$ cat src/lcdbs_pkg.sv
// Shared types and constants of the LCD byte-stream unit.
`default_nettype none

package lcdbs_pkg;

  // Input request modes.
  localparam logic [1:0] MODE_WINDOW = 2'd0;
  localparam logic [1:0] MODE_GLYPH  = 2'd1;
  localparam logic [1:0] MODE_RAW    = 2'd2;

  // Controller commands.
  localparam logic [7:0] CMD_COL_ADDR = 8'h2A;
  localparam logic [7:0] CMD_ROW_ADDR = 8'h2B;
  localparam logic [7:0] CMD_MEM_WR   = 8'h2C;

  // Register indexes on the configuration port.
  localparam logic [2:0] REG_TEXT_COLOR = 3'd0;
  localparam logic [2:0] REG_BG_COLOR   = 3'd1;
  localparam logic [2:0] REG_LSB_FIRST  = 3'd2;
  localparam logic [2:0] REG_X_OFFSET   = 3'd3;
  localparam logic [2:0] REG_Y_OFFSET   = 3'd4;

  localparam int unsigned PADDR_W = 5;

  // Final step of each request kind.
  localparam logic [3:0] WINDOW_LAST_STEP = 4'd10;
  localparam logic [3:0] GLYPH_LAST_STEP  = 4'd15;
  localparam logic [3:0] RAW_LAST_STEP    = 4'd0;

  localparam int unsigned QUEUE_DEPTH = 2;

  typedef enum logic [1:0] {
    KIND_WINDOW = 2'd0,
    KIND_GLYPH  = 2'd1,
    KIND_RAW    = 2'd2
  } kind_e;

  typedef struct packed {
    logic [15:0] text_color;
    logic [15:0] background_color;
    logic        lsb_first;
    logic [7:0]  x_offset;
    logic [7:0]  y_offset;
  } cfg_t;

  typedef struct packed {
    kind_e       kind;
    logic [15:0] col_start;
    logic [15:0] col_end;
    logic [15:0] row_start;
    logic [15:0] row_end;
    logic [7:0]  pixels;
  } desc_t;

endpackage

`default_nettype wire

$ cat src/lcdbs_front.sv
// Front end: classifies requests and works out the window addresses.
`default_nettype none

module lcdbs_front import lcdbs_pkg::*; (
  input  wire logic        accept_i,
  input  wire logic [1:0]  mode_i,
  input  wire logic [9:0]  start_x_i,
  input  wire logic [9:0]  start_y_i,
  input  wire logic [10:0] width_i,
  input  wire logic [10:0] height_i,
  input  wire logic [7:0]  bitmap_byte_i,
  input  wire cfg_t        cfg_i,
  output logic             push_o,
  output desc_t            desc_o
);

  logic [15:0] col_s;
  logic [15:0] row_s;

  // Addresses are 16-bit and wrap, so a zero size gives start minus one.
  assign col_s = {6'd0, start_x_i} + {8'd0, cfg_i.x_offset};
  assign row_s = {6'd0, start_y_i} + {8'd0, cfg_i.y_offset};

  always_comb begin
    desc_o.col_start = col_s;
    desc_o.col_end   = col_s + {5'd0, width_i} - 16'd1;
    desc_o.row_start = row_s;
    desc_o.row_end   = row_s + {5'd0, height_i} - 16'd1;
    desc_o.pixels    = bitmap_byte_i;
    desc_o.kind      = KIND_WINDOW;
    push_o           = 1'b0;
    case (mode_i)
      MODE_WINDOW: begin
        desc_o.kind = KIND_WINDOW;
        push_o      = accept_i;
      end
      MODE_GLYPH: begin
        desc_o.kind = KIND_GLYPH;
        push_o      = accept_i;
      end
      MODE_RAW: begin
        desc_o.kind = KIND_RAW;
        push_o      = accept_i;
      end
      default: begin
        push_o = 1'b0;
      end
    endcase
  end

endmodule

`default_nettype wire

$ cat src/lcdbs_queue.sv
// Small request queue between the front end and the byte sequencer.
`default_nettype none

module lcdbs_queue import lcdbs_pkg::*; #(
  parameter int unsigned Depth = QUEUE_DEPTH
) (
  input  wire logic  clk_i,
  input  wire logic  rst_ni,
  input  wire logic  push_i,
  input  wire desc_t desc_i,
  input  wire logic  pop_i,
  output desc_t      head_o,
  output logic       empty_o,
  output logic       full_o
);

  localparam int unsigned PtrW = (Depth > 1) ? $clog2(Depth) : 1;
  localparam int unsigned CntW = $clog2(Depth + 1);
  localparam logic [PtrW-1:0] PtrLast = PtrW'(Depth - 1);
  localparam logic [CntW-1:0] CntFull = CntW'(Depth);

  desc_t         mem_q [Depth];
  logic [PtrW-1:0] wr_ptr_q, wr_ptr_d;
  logic [PtrW-1:0] rd_ptr_q, rd_ptr_d;
  logic [CntW-1:0] count_q, count_d;

  assign empty_o = (count_q == '0);
  assign full_o  = (count_q == CntFull);
  assign head_o  = mem_q[rd_ptr_q];

  always_comb begin
    wr_ptr_d = wr_ptr_q;
    rd_ptr_d = rd_ptr_q;
    count_d  = count_q;
    if (push_i) begin
      wr_ptr_d = (wr_ptr_q == PtrLast) ? '0 : wr_ptr_q + 1'b1;
    end
    if (pop_i) begin
      rd_ptr_d = (rd_ptr_q == PtrLast) ? '0 : rd_ptr_q + 1'b1;
    end
    if (push_i && !pop_i) begin
      count_d = count_q + 1'b1;
    end else if (pop_i && !push_i) begin
      count_d = count_q - 1'b1;
    end
  end

  always_ff @(posedge clk_i or negedge rst_ni) begin
    if (!rst_ni) begin
      wr_ptr_q <= '0;
      rd_ptr_q <= '0;
      count_q  <= '0;
    end else begin
      wr_ptr_q <= wr_ptr_d;
      rd_ptr_q <= rd_ptr_d;
      count_q  <= count_d;
    end
  end

  always_ff @(posedge clk_i) begin
    if (push_i) begin
      mem_q[wr_ptr_q] <= desc_i;
    end
  end

endmodule

`default_nettype wire

$ cat src/lcdbs_back.sv
// Back end: steps through each request and emits one byte per cycle.
`default_nettype none

module lcdbs_back import lcdbs_pkg::*; (
  input  wire logic  clk_i,
  input  wire logic  rst_ni,
  input  wire cfg_t  cfg_i,
  input  wire desc_t head_i,
  input  wire logic  empty_i,
  output logic       pop_o,
  output logic       strobe_o,
  output logic [7:0] out_byte_o,
  output logic       is_data_o,
  output logic       last_o
);

  desc_t      cur_q;
  logic       active_q;
  logic [3:0] step_q;
  logic [3:0] last_step;
  logic       done;
  logic [7:0] byte_d;
  logic       data_d;
  logic [2:0] pix_idx;
  logic [2:0] bit_pos;
  logic [15:0] color;

  assign pix_idx = step_q[3:1];
  assign bit_pos = cfg_i.lsb_first ? pix_idx : ~pix_idx;
  assign color   = cur_q.pixels[bit_pos] ? cfg_i.text_color : cfg_i.background_color;

  always_comb begin
    byte_d    = 8'd0;
    data_d    = 1'b1;
    last_step = RAW_LAST_STEP;
    case (cur_q.kind)
      KIND_WINDOW: begin
        last_step = WINDOW_LAST_STEP;
        case (step_q)
          4'd0:    begin byte_d = CMD_COL_ADDR; data_d = 1'b0; end
          4'd1:    byte_d = cur_q.col_start[15:8];
          4'd2:    byte_d = cur_q.col_start[7:0];
          4'd3:    byte_d = cur_q.col_end[15:8];
          4'd4:    byte_d = cur_q.col_end[7:0];
          4'd5:    begin byte_d = CMD_ROW_ADDR; data_d = 1'b0; end
          4'd6:    byte_d = cur_q.row_start[15:8];
          4'd7:    byte_d = cur_q.row_start[7:0];
          4'd8:    byte_d = cur_q.row_end[15:8];
          4'd9:    byte_d = cur_q.row_end[7:0];
          default: begin byte_d = CMD_MEM_WR; data_d = 1'b0; end
        endcase
      end
      KIND_GLYPH: begin
        last_step = GLYPH_LAST_STEP;
        byte_d    = step_q[0] ? color[7:0] : color[15:8];
      end
      default: begin
        last_step = RAW_LAST_STEP;
        byte_d    = cur_q.pixels;
      end
    endcase
  end

  assign done  = active_q && (step_q == last_step);
  assign pop_o = (!active_q || done) && !empty_i;

  always_ff @(posedge clk_i or negedge rst_ni) begin
    if (!rst_ni) begin
      active_q <= 1'b0;
      step_q   <= '0;
      strobe_o <= 1'b0;
    end else begin
      strobe_o <= active_q;
      if (!active_q || done) begin
        active_q <= !empty_i;
        step_q   <= '0;
      end else begin
        step_q <= step_q + 1'b1;
      end
    end
  end

  always_ff @(posedge clk_i) begin
    if (pop_o) begin
      cur_q <= head_i;
    end
    out_byte_o <= byte_d;
    is_data_o  <= data_d;
    last_o     <= done;
  end

endmodule

`default_nettype wire

$ cat src/glyph_to_lcd_byte_stream_unit.sv
// Top level of the LCD byte-stream unit: registers, front end, queue, sequencer.
//
//   Channel     Signals                                   Direction  Handshake
//   request     start_i, mode_i, start_x_i, start_y_i,    in         start_i high, busy_o low
//               width_i, height_i, bitmap_byte_i
//   byte out    strobe_o, out_byte_o, is_data_o, last_o   out        strobe_o, one cycle
//   config      psel, penable, pwrite, paddr, pwdata,     in/out     APB, pready always high
//               prdata, pready
//
// A window request yields eleven bytes, a glyph request sixteen and a raw request one,
// at one byte per clock from a single sequencer, so that sequencer sets the sustained
// rate. An accepted request passes through the queue and the sequencer's request
// register before its first byte is registered out; back-to-back requests follow each
// other with no gap. Requests wait in a queue of QueueDepth entries, and busy_o is high
// while that queue is full. Mode 3 requests are accepted and dropped. The receiver
// cannot stall the byte stream. Reset is asynchronous and restores the register defaults
// (white text on black, MSB first, zero offsets).
`default_nettype none

module glyph_to_lcd_byte_stream_unit import lcdbs_pkg::*; #(
  parameter int unsigned QueueDepth = QUEUE_DEPTH
) (
  input  wire logic               clk_i,
  input  wire logic               rst_ni,
  // Drawing requests.
  input  wire logic               start_i,
  output logic                    busy_o,
  input  wire logic [1:0]         mode_i,
  input  wire logic [9:0]         start_x_i,
  input  wire logic [9:0]         start_y_i,
  input  wire logic [10:0]        width_i,
  input  wire logic [10:0]        height_i,
  input  wire logic [7:0]         bitmap_byte_i,
  // Byte stream to the display controller.
  output logic                    strobe_o,
  output logic [7:0]              out_byte_o,
  output logic                    is_data_o,
  output logic                    last_o,
  // Configuration port.
  input  wire logic               psel,
  input  wire logic               penable,
  input  wire logic               pwrite,
  input  wire logic [PADDR_W-1:0] paddr,
  input  wire logic [31:0]        pwdata,
  output logic [31:0]             prdata,
  output logic                    pready
);

  cfg_t       cfg_q;
  logic [2:0] reg_idx;
  logic       cfg_wr;
  logic       accept;
  logic       push;
  desc_t      front_desc;
  desc_t      head;
  logic       pop;
  logic       q_empty;
  logic       q_full;

  // Register file. Writes land in the access phase; reads return the stored value.
  assign pready  = 1'b1;
  assign reg_idx = paddr[PADDR_W-1:2];
  assign cfg_wr  = psel && penable && pwrite;

  always_ff @(posedge clk_i or negedge rst_ni) begin
    if (!rst_ni) begin
      cfg_q.text_color       <= 16'hFFFF;
      cfg_q.background_color <= 16'h0000;
      cfg_q.lsb_first        <= 1'b0;
      cfg_q.x_offset         <= 8'd0;
      cfg_q.y_offset         <= 8'd0;
    end else if (cfg_wr) begin
      case (reg_idx)
        REG_TEXT_COLOR: cfg_q.text_color       <= pwdata[15:0];
        REG_BG_COLOR:   cfg_q.background_color <= pwdata[15:0];
        REG_LSB_FIRST:  cfg_q.lsb_first        <= pwdata[0];
        REG_X_OFFSET:   cfg_q.x_offset         <= pwdata[7:0];
        REG_Y_OFFSET:   cfg_q.y_offset         <= pwdata[7:0];
        default: begin
        end
      endcase
    end
  end

  always_comb begin
    case (reg_idx)
      REG_TEXT_COLOR: prdata = {16'd0, cfg_q.text_color};
      REG_BG_COLOR:   prdata = {16'd0, cfg_q.background_color};
      REG_LSB_FIRST:  prdata = {31'd0, cfg_q.lsb_first};
      REG_X_OFFSET:   prdata = {24'd0, cfg_q.x_offset};
      REG_Y_OFFSET:   prdata = {24'd0, cfg_q.y_offset};
      default:        prdata = 32'd0;
    endcase
  end

  // A request is taken whenever the queue has room.
  assign busy_o = q_full;
  assign accept = start_i && !busy_o;

  lcdbs_front u_front (
    .accept_i      (accept),
    .mode_i        (mode_i),
    .start_x_i     (start_x_i),
    .start_y_i     (start_y_i),
    .width_i       (width_i),
    .height_i      (height_i),
    .bitmap_byte_i (bitmap_byte_i),
    .cfg_i         (cfg_q),
    .push_o        (push),
    .desc_o        (front_desc)
  );

  lcdbs_queue #(
    .Depth (QueueDepth)
  ) u_queue (
    .clk_i   (clk_i),
    .rst_ni  (rst_ni),
    .push_i  (push),
    .desc_i  (front_desc),
    .pop_i   (pop),
    .head_o  (head),
    .empty_o (q_empty),
    .full_o  (q_full)
  );

  // Colors and bit order are read live; change them only while idle (not enforced).
  lcdbs_back u_back (
    .clk_i      (clk_i),
    .rst_ni     (rst_ni),
    .cfg_i      (cfg_q),
    .head_i     (head),
    .empty_i    (q_empty),
    .pop_o      (pop),
    .strobe_o   (strobe_o),
    .out_byte_o (out_byte_o),
    .is_data_o  (is_data_o),
    .last_o     (last_o)
  );

endmodule

`default_nettype wire

$ cat config.mk
export PLATFORM = sky130hd
export DESIGN_NAME = glyph_to_lcd_byte_stream_unit
export DESIGN_NICKNAME = d
export VERILOG_FILES = /design/src/lcdbs_pkg.sv /design/src/lcdbs_front.sv /design/src/lcdbs_queue.sv /design/src/lcdbs_back.sv /design/src/glyph_to_lcd_byte_stream_unit.sv
export SDC_FILE = /design/constraint.sdc
export NUM_CORES = 1
export LEC_CHECK = 0
export BUFFER_PORTS_ARGS = -buffer_cell sky130_fd_sc_hd__buf_2
export CAP_MARGIN = 30
export CORE_MARGIN = 3
export CORE_UTILIZATION = 60
export CTS_BUF_LIST = sky130_fd_sc_hd__clkbuf_4 sky130_fd_sc_hd__clkbuf_8 sky130_fd_sc_hd__clkbuf_16
export CTS_CLUSTER_DIAMETER = 50
export DETAILED_ROUTE_END_ITERATION = 10
export MAX_ROUTING_LAYER = met4
export PLACE_DENSITY_LB_ADDON = 0.3
export SETUP_SLACK_MARGIN = 0.2
export SYNTH_ARGS = -nofsm -noshare
export SYNTH_HDL_FRONTEND = slang
export SYNTH_SLANG_ARGS = --single-unit
export TNS_END_PERCENT = 5
$ cat constraint.sdc
create_clock -name clk_i -period 4.6 [get_ports clk_i]
set_input_delay 1.15 -clock clk_i [delete_from_list [all_inputs] [get_ports clk_i]]
set_output_delay 1.15 -clock clk_i [all_outputs]
set_load 0.02 [all_outputs]
# Yosys cells after proc, flatten, opt, wreduce, memory -nomap -nowiden
# Memory sizes are Yosys's and may differ from the RTL's. A register that Yosys moved wholly into a read port is not among the register bits.
# Index checks and enable logic that the tools add are counted.
[word_totals]
reg_bits = 101
latch_bits = 0
ram_bits = 128
mem_bits_ro = 0
output_inout_bits = 45
wordCells = 93
mem_count = 1
[op_classes]
n_addsub = 11
mul = 0
div = 0
n_lt_le_gt_ge = 1
n_eq_ne = 18
n_shift = 0
muxes = 19
n_bitwise = 1
n_reduce_logical = 26
[mem_list]
columns = ["memory", "depth", "word_bits", "read_ports", "rd_clocked_by_memory_dff", "wr", "line", "rtl"]
rows = [
  ["u_queue.mem_q", 2, 64, 1, 1, 1, "lcdbs_queue.sv:22", "desc_t mem_q [Depth];"],
]
[op_table]
columns = ["cell", "n"]
rows = [
  ["case mux 16 bit (5 select lines)", 1],
  ["case mux 8 bit (10 select lines)", 1],
  ["adder 16 x 11 -> 16 bit", 2],
  ["subtractor 16 x 1 -> 16 bit (second input constant)", 2],
  ["adder 10 x 8 -> 11 bit", 2],
  ["equality test 4 x 3 -> 1 bit (second input constant)", 4],
  ["2-to-1 mux 16 bit", 1],
  ["case mux 8 bit (2 select lines)", 1],
  ["AND reduction 2 bit", 5],
  ["equality test 4 x 2 -> 1 bit (second input constant)", 2],
  ["equality test 4 bit (second input constant)", 2],
  ["2-to-1 mux 8 bit", 1],
  ["case mux 4 bit (2 select lines)", 1],
  ["OR reduction 8 bit", 1],
  ["logical AND 1 bit", 7],
  ["2-to-1 mux 1 bit", 7],
  ["equality test 3 x 2 -> 1 bit (second input constant)", 2],
  ["zero test 2 bit", 3],
  ["zero test 1 bit", 5],
  ["adder 4 x 1 -> 4 bit (second input constant)", 1],
  ["equality test 2 x 1 -> 1 bit (second input constant)", 2],
  ["equality test 2 bit (second input constant)", 2],
  ["equality test 4 x 1 -> 1 bit (second input constant)", 1],
  ["equality test 4 bit", 1],
  ["17 further kinds", 19],
]

# Longest topological paths before layout
[logic_depth]
ltp_word = 9
ltp_mapped = 17
depth_no_buf = 17

# Modules after synthesis
# A second synthesis with hierarchy kept.
[unflattened]
hier_cells = 1061
area_unflattened_um2 = 14641.5
[modules_own_cells]
columns = ["module", "n_inst", "cells_per_inst", "area_each_um2", "seq_area_each_um2"]
rows = [
  ["lcdbs_queue", 1, 246, 5729.2, 4544.4],
  ["lcdbs_back", 1, 280, 3907.5, 2572.5],
  ["glyph_to_lcd_byte_stream_unit", 1, 182, 2542.4, 1246.2],
  ["lcdbs_front", 1, 353, 2462.4, 0.0],
]

# Worst setup path after synthesis
# OpenSTA, ideal clock, no wires.
[synth_path]
kind = "input port to flip-flop"
from = "input port mode_i[1]"
to = "memory u_queue.mem_q[0][0] (netlist name), enable pin"
t_arrival_ps = 4019
required_time_ps = 4114
slack_ps = 94
cell_stages = 3
n_path_buf = 0
path_cell_list = "nand2_1 nand3_1 nor2_1"
[synth_between]
elab_chain_cells = 5
elab_cells_between_ends = 7
classes_between = "eq/ne (2); mux (3); reduce/logical (2)"
[synth_lines]
columns = ["item", "line", "rtl"]
rows = [
  ["start, declared", "glyph_to_lcd_byte_stream_unit.sv:28", "input wire logic [1:0] mode_i,"],
  ["equality test 2 x 1 -> 1 bit (tied with other cells)", "lcdbs_front.sv:32", "case (mode_i)"],
  ["OR reduction 3 bit (no line) (*)", "--", ""],
  ["2-to-1 mux 1 bit (*)", "lcdbs_front.sv:32", ""],
  ["2-to-1 mux 1 bit (*)", "lcdbs_queue.sv:61", "if (push_i) begin"],
  ["2-to-1 mux 1 bit (implied by the code) (*)", "lcdbs_queue.sv:62", "mem_q[wr_ptr_q] <= desc_i;"],
  ["end, declared", "lcdbs_queue.sv:22", ""],
]
# Every way passes the cells marked *; elsewhere a longest branch is shown, timed or not.

==> results.ini <==
[detailed_routing]
via_per_inst=5.692
vias=8060
drc=0
drtPass1Iterations=5
finalWirelength_um=26970
drtAntennaViolNets=0
wl_per_cell_um=19.05
drt_iter0_drc=680

[yosys]
synth.cell_area_sq_um=13030
postSynth.asyncResetShare_pct=22.61
yosys.area_share.simple_pct=6.195
synth-adder-area-share_pct=6.666
synth_cells=1007
synth-main-ff-cell=edfxtp_1
postSynthAreaPerCell_sq_um=12.94
synthXorXnorAreaFrac_pct=3.295
yosysTopAreaCell=edfxtp_1
synth-compound-area-share_pct=7.598
netlist_top_cells_area=edfxtp_1 44%, mux2_2 9.3%, dfrtp_1 8.3%, ha_1 6.1%, dfstp_2 3.2%
synth_edf_count=192
synth_top_family_by_area=multiplexers
synth_cell_type_count=68
yosys-top-cells-count=192 x edfxtp_1, 108 x mux2_2, 99 x inv_1, 63 x ha_1, 51 x nor2_1
synth_mux_area_share_pct=13.76
yosysMostFrequentCell=edfxtp_1
ys_ff_latch=261
yosysTopAreaCellShare_pct=44.26
synth-seq-area-share_pct=57.29
yosys_warnings=0

[clock_tree]
cts_resized=0
holdBufCountCts=0
cts.path.max_buffers=3
cts-buffers-inserted=27
worstSkewPairLatency_ps=530
clk_pin_slew_ps=60
cts_tree=built
cts_htree_levels=1
cts_sinks=261
cts_setup_buffers=0
cts-root-buf=clkbuf_16

[layout]
final_cells=1416
drive_gt1_share_pct=27.61
nFillCells=1427
final_core_util_pct=69.77
antenna_cells=0
syn2layout_area_growth_pct=13.30
fin_nets=1284

[floorplan]
io_pins=140
die_x_um=153.3
fp.dieArea_sq_um=23510
core-area_sq_um=21150
row_count=53
die_h_um=153.3
start_util_pct=61.58

[worst_hold_path]
whs_endpoint=u_back.strobe_o
hold_start=u_back.active_q
hold_path_class=reg -> reg
holdPathStages=0

[setup_path]
endpoint_kind=register
reg2reg_to=u_queue.mem_q[1][19]
critPathMaxFanout=4
worstPathRequired_ps=4860
cp.arrival_ps=4340
rrSetupSlack_ps=670
critPathKind=in -> reg
startpoint_type=input port
timing.rr.start=cfg_q[0]
rr_worst_depth=17

[timing]
worst_slack_ps=516.8
worst-slew-pin-transition_ps=1033
max_freq_mhz=244.9
setup_viol=0
min_period_ps=4083
fin_tns_setup_ps=0
slew-limit-headroom_pct=31.12
finalHoldViolCount=0
finalCritPeriodShare_pct=88.76
fin_skew_ps=15.22
hold_ws_ps=435.6
slew_viol_final=0
rsz0062_at_grt=false

[status]
outcome=finished clean

[placement]
hpwl_um=19130
port_buffers=104
dp_cells=1366
dp_slack_ps=-80.83
routabilityCongestion=0.8778

[flow_run]
maxCapViolCount=0

[power_and_ir_drop]
ir_drop_v=0.0004159
p_leak_nw=6.040
pwr_density_cell_nw_per_um2=650.2

[global_route]
grt_pass1_wl_um=42390
first_global_vias=8023
gr-usage-all-layers_pct=23.37
globalRoute.totalOverflow=0
antenna_found_initial=0
grt_max_degree=44

==> how the worst max path moves through the flow <==
| stage | cells past startpoint | endpoint | slack (ps) | start |
|---|---|---|---|---|
| after floorplan | 17 | u_queue.mem_q[0][46] | 220 | start_x_i[0] |
| after global placement | 19 | u_queue.mem_q[0][46] | 20 | start_x_i[0] |
| after detailed placement | 19 | u_queue.mem_q[0][46] | -80 | start_x_i[0] |
| after CTS | 19 | u_queue.mem_q[0][46] | 450 | start_x_i[0] |
| after global routing | 19 | u_queue.mem_q[0][46] | 250 | start_x_i[0] |
| final | 18 | u_queue.mem_q[1][19] | 520 | start_y_i[0] |
==> logic make-up after synthesis <==
kind of cell,count (synthesis)
other,2
adder cells (fa/ha/maj),67
buffers and inverters,155
flip-flops,261
AND/OR/NAND/NOR,162
XOR/XNOR,49
AO/OA/AOI/OAI,152
multiplexers,159
==> flip-flops by register name, indices dropped and copies added, names as in the netlist <==
name	count
u_queue.mem_q	128
u_back.cur_q	64
cfg_q	49
u_back.out_byte_o	8
u_back.step_q	4
u_queue.count_q	2
u_back.active_q	1
u_back.is_data_o	1
u_back.last_o	1
u_back.strobe_o	1
u_queue.rd_ptr_q	1
u_queue.wr_ptr_q	1
==> placed cells by master, fill, tap and decap left out, types with 5 or more instances in the layout <==
cell type / netlist / layout
dfxtp_1: 10 / 10
o21ai_1: 10 / 10
mux2_2: 108 / 108
o21bai_1: 7 / 7
and3_1: 5 / 5
xnor2_1: 27 / 27
mux2i_1: 34 / 34
nor2_1: 51 / 50
ha_1: 63 / 63
dfrtp_1: 43 / 42
nand2b_1: 8 / 8
conb_1: 2 / 17
dfstp_2: 16 / 16
nand2_1: 34 / 34
a31oi_1: 10 / 10
a211oi_1: 12 / 12
mux2_1: 13 / 13
buf_2: 6 / 104
o211ai_1: 5 / 5
edfxtp_1: 192 / 192
clkbuf_4: 0 / 12
nand3_1: 7 / 7
clkbuf_16: 0 / 27
inv_1: 99 / 98
o21ai_0: 21 / 21
buf_4: 17 / 15
a21oi_1: 42 / 42
nor2b_1: 14 / 13
buf_12: 1 / 5
xor2_1: 22 / 22
a22oi_1: 9 / 9
nor3_1: 16 / 16
==> critical path, stage by stage <==
cell and delay [ps]:
buf_2 80, ha_1 150, inv_1 50, fa_1 390, inv_1 70, a21oi_1 60, o21bai_1 220, a31oi_1 160
a211o_1 340, xor2_1 170, ha_1 290, inv_1 40, ha_1 220, nor3_1 180, o21ai_0 170, a31o_2 260
a21oi_1 180, xnor2_1 140
==> report_power, final <==
group	internal (mW)	switching, mW	total [mW]	leakage [nW]
clock	1.27	0.858	2.13	0.442
sequential	3.53	0.363	3.90	2.55
combinational	1.52	2.04	3.57	3.05
total	6.33	3.27	9.60	6.04
==> routing by layer <==
layer	global-route usage, %	share of wire (%)	up-vias
met3	3.171	6.2	57
met5	-	0	-
met1	32.08	42	3864
met2	35.98	47	295
li1	-	-	3844
met4	8.957	4.2	0
==> cell type report <==
class	count	area (sq um)	share of cell area [%]
Timing Repair Buffer	124	733.2	4.968
Multi-Input combinational cell	606	4964	33.63
Sequential cell	261	7463	50.57
Clock buffer	39	765.7	5.188
Tap cell	275	344.1	2.331
Clock inverter	9	106.4	0.7206
Inverter	102	382.9	2.594
==> stage by stage <==
step | area [sq um] | total power [mW]
3_5_place_dp | 13840 | 7.437
2_1_floorplan | 13090 | 6.436
6_report | 14760 | 9.596
4_1_cts | 14720 | 9.591
5_1_grt | 14760 | 10.14
3_3_place_gp | 13840 | 7.319
(Power assumes the default switching activity.)
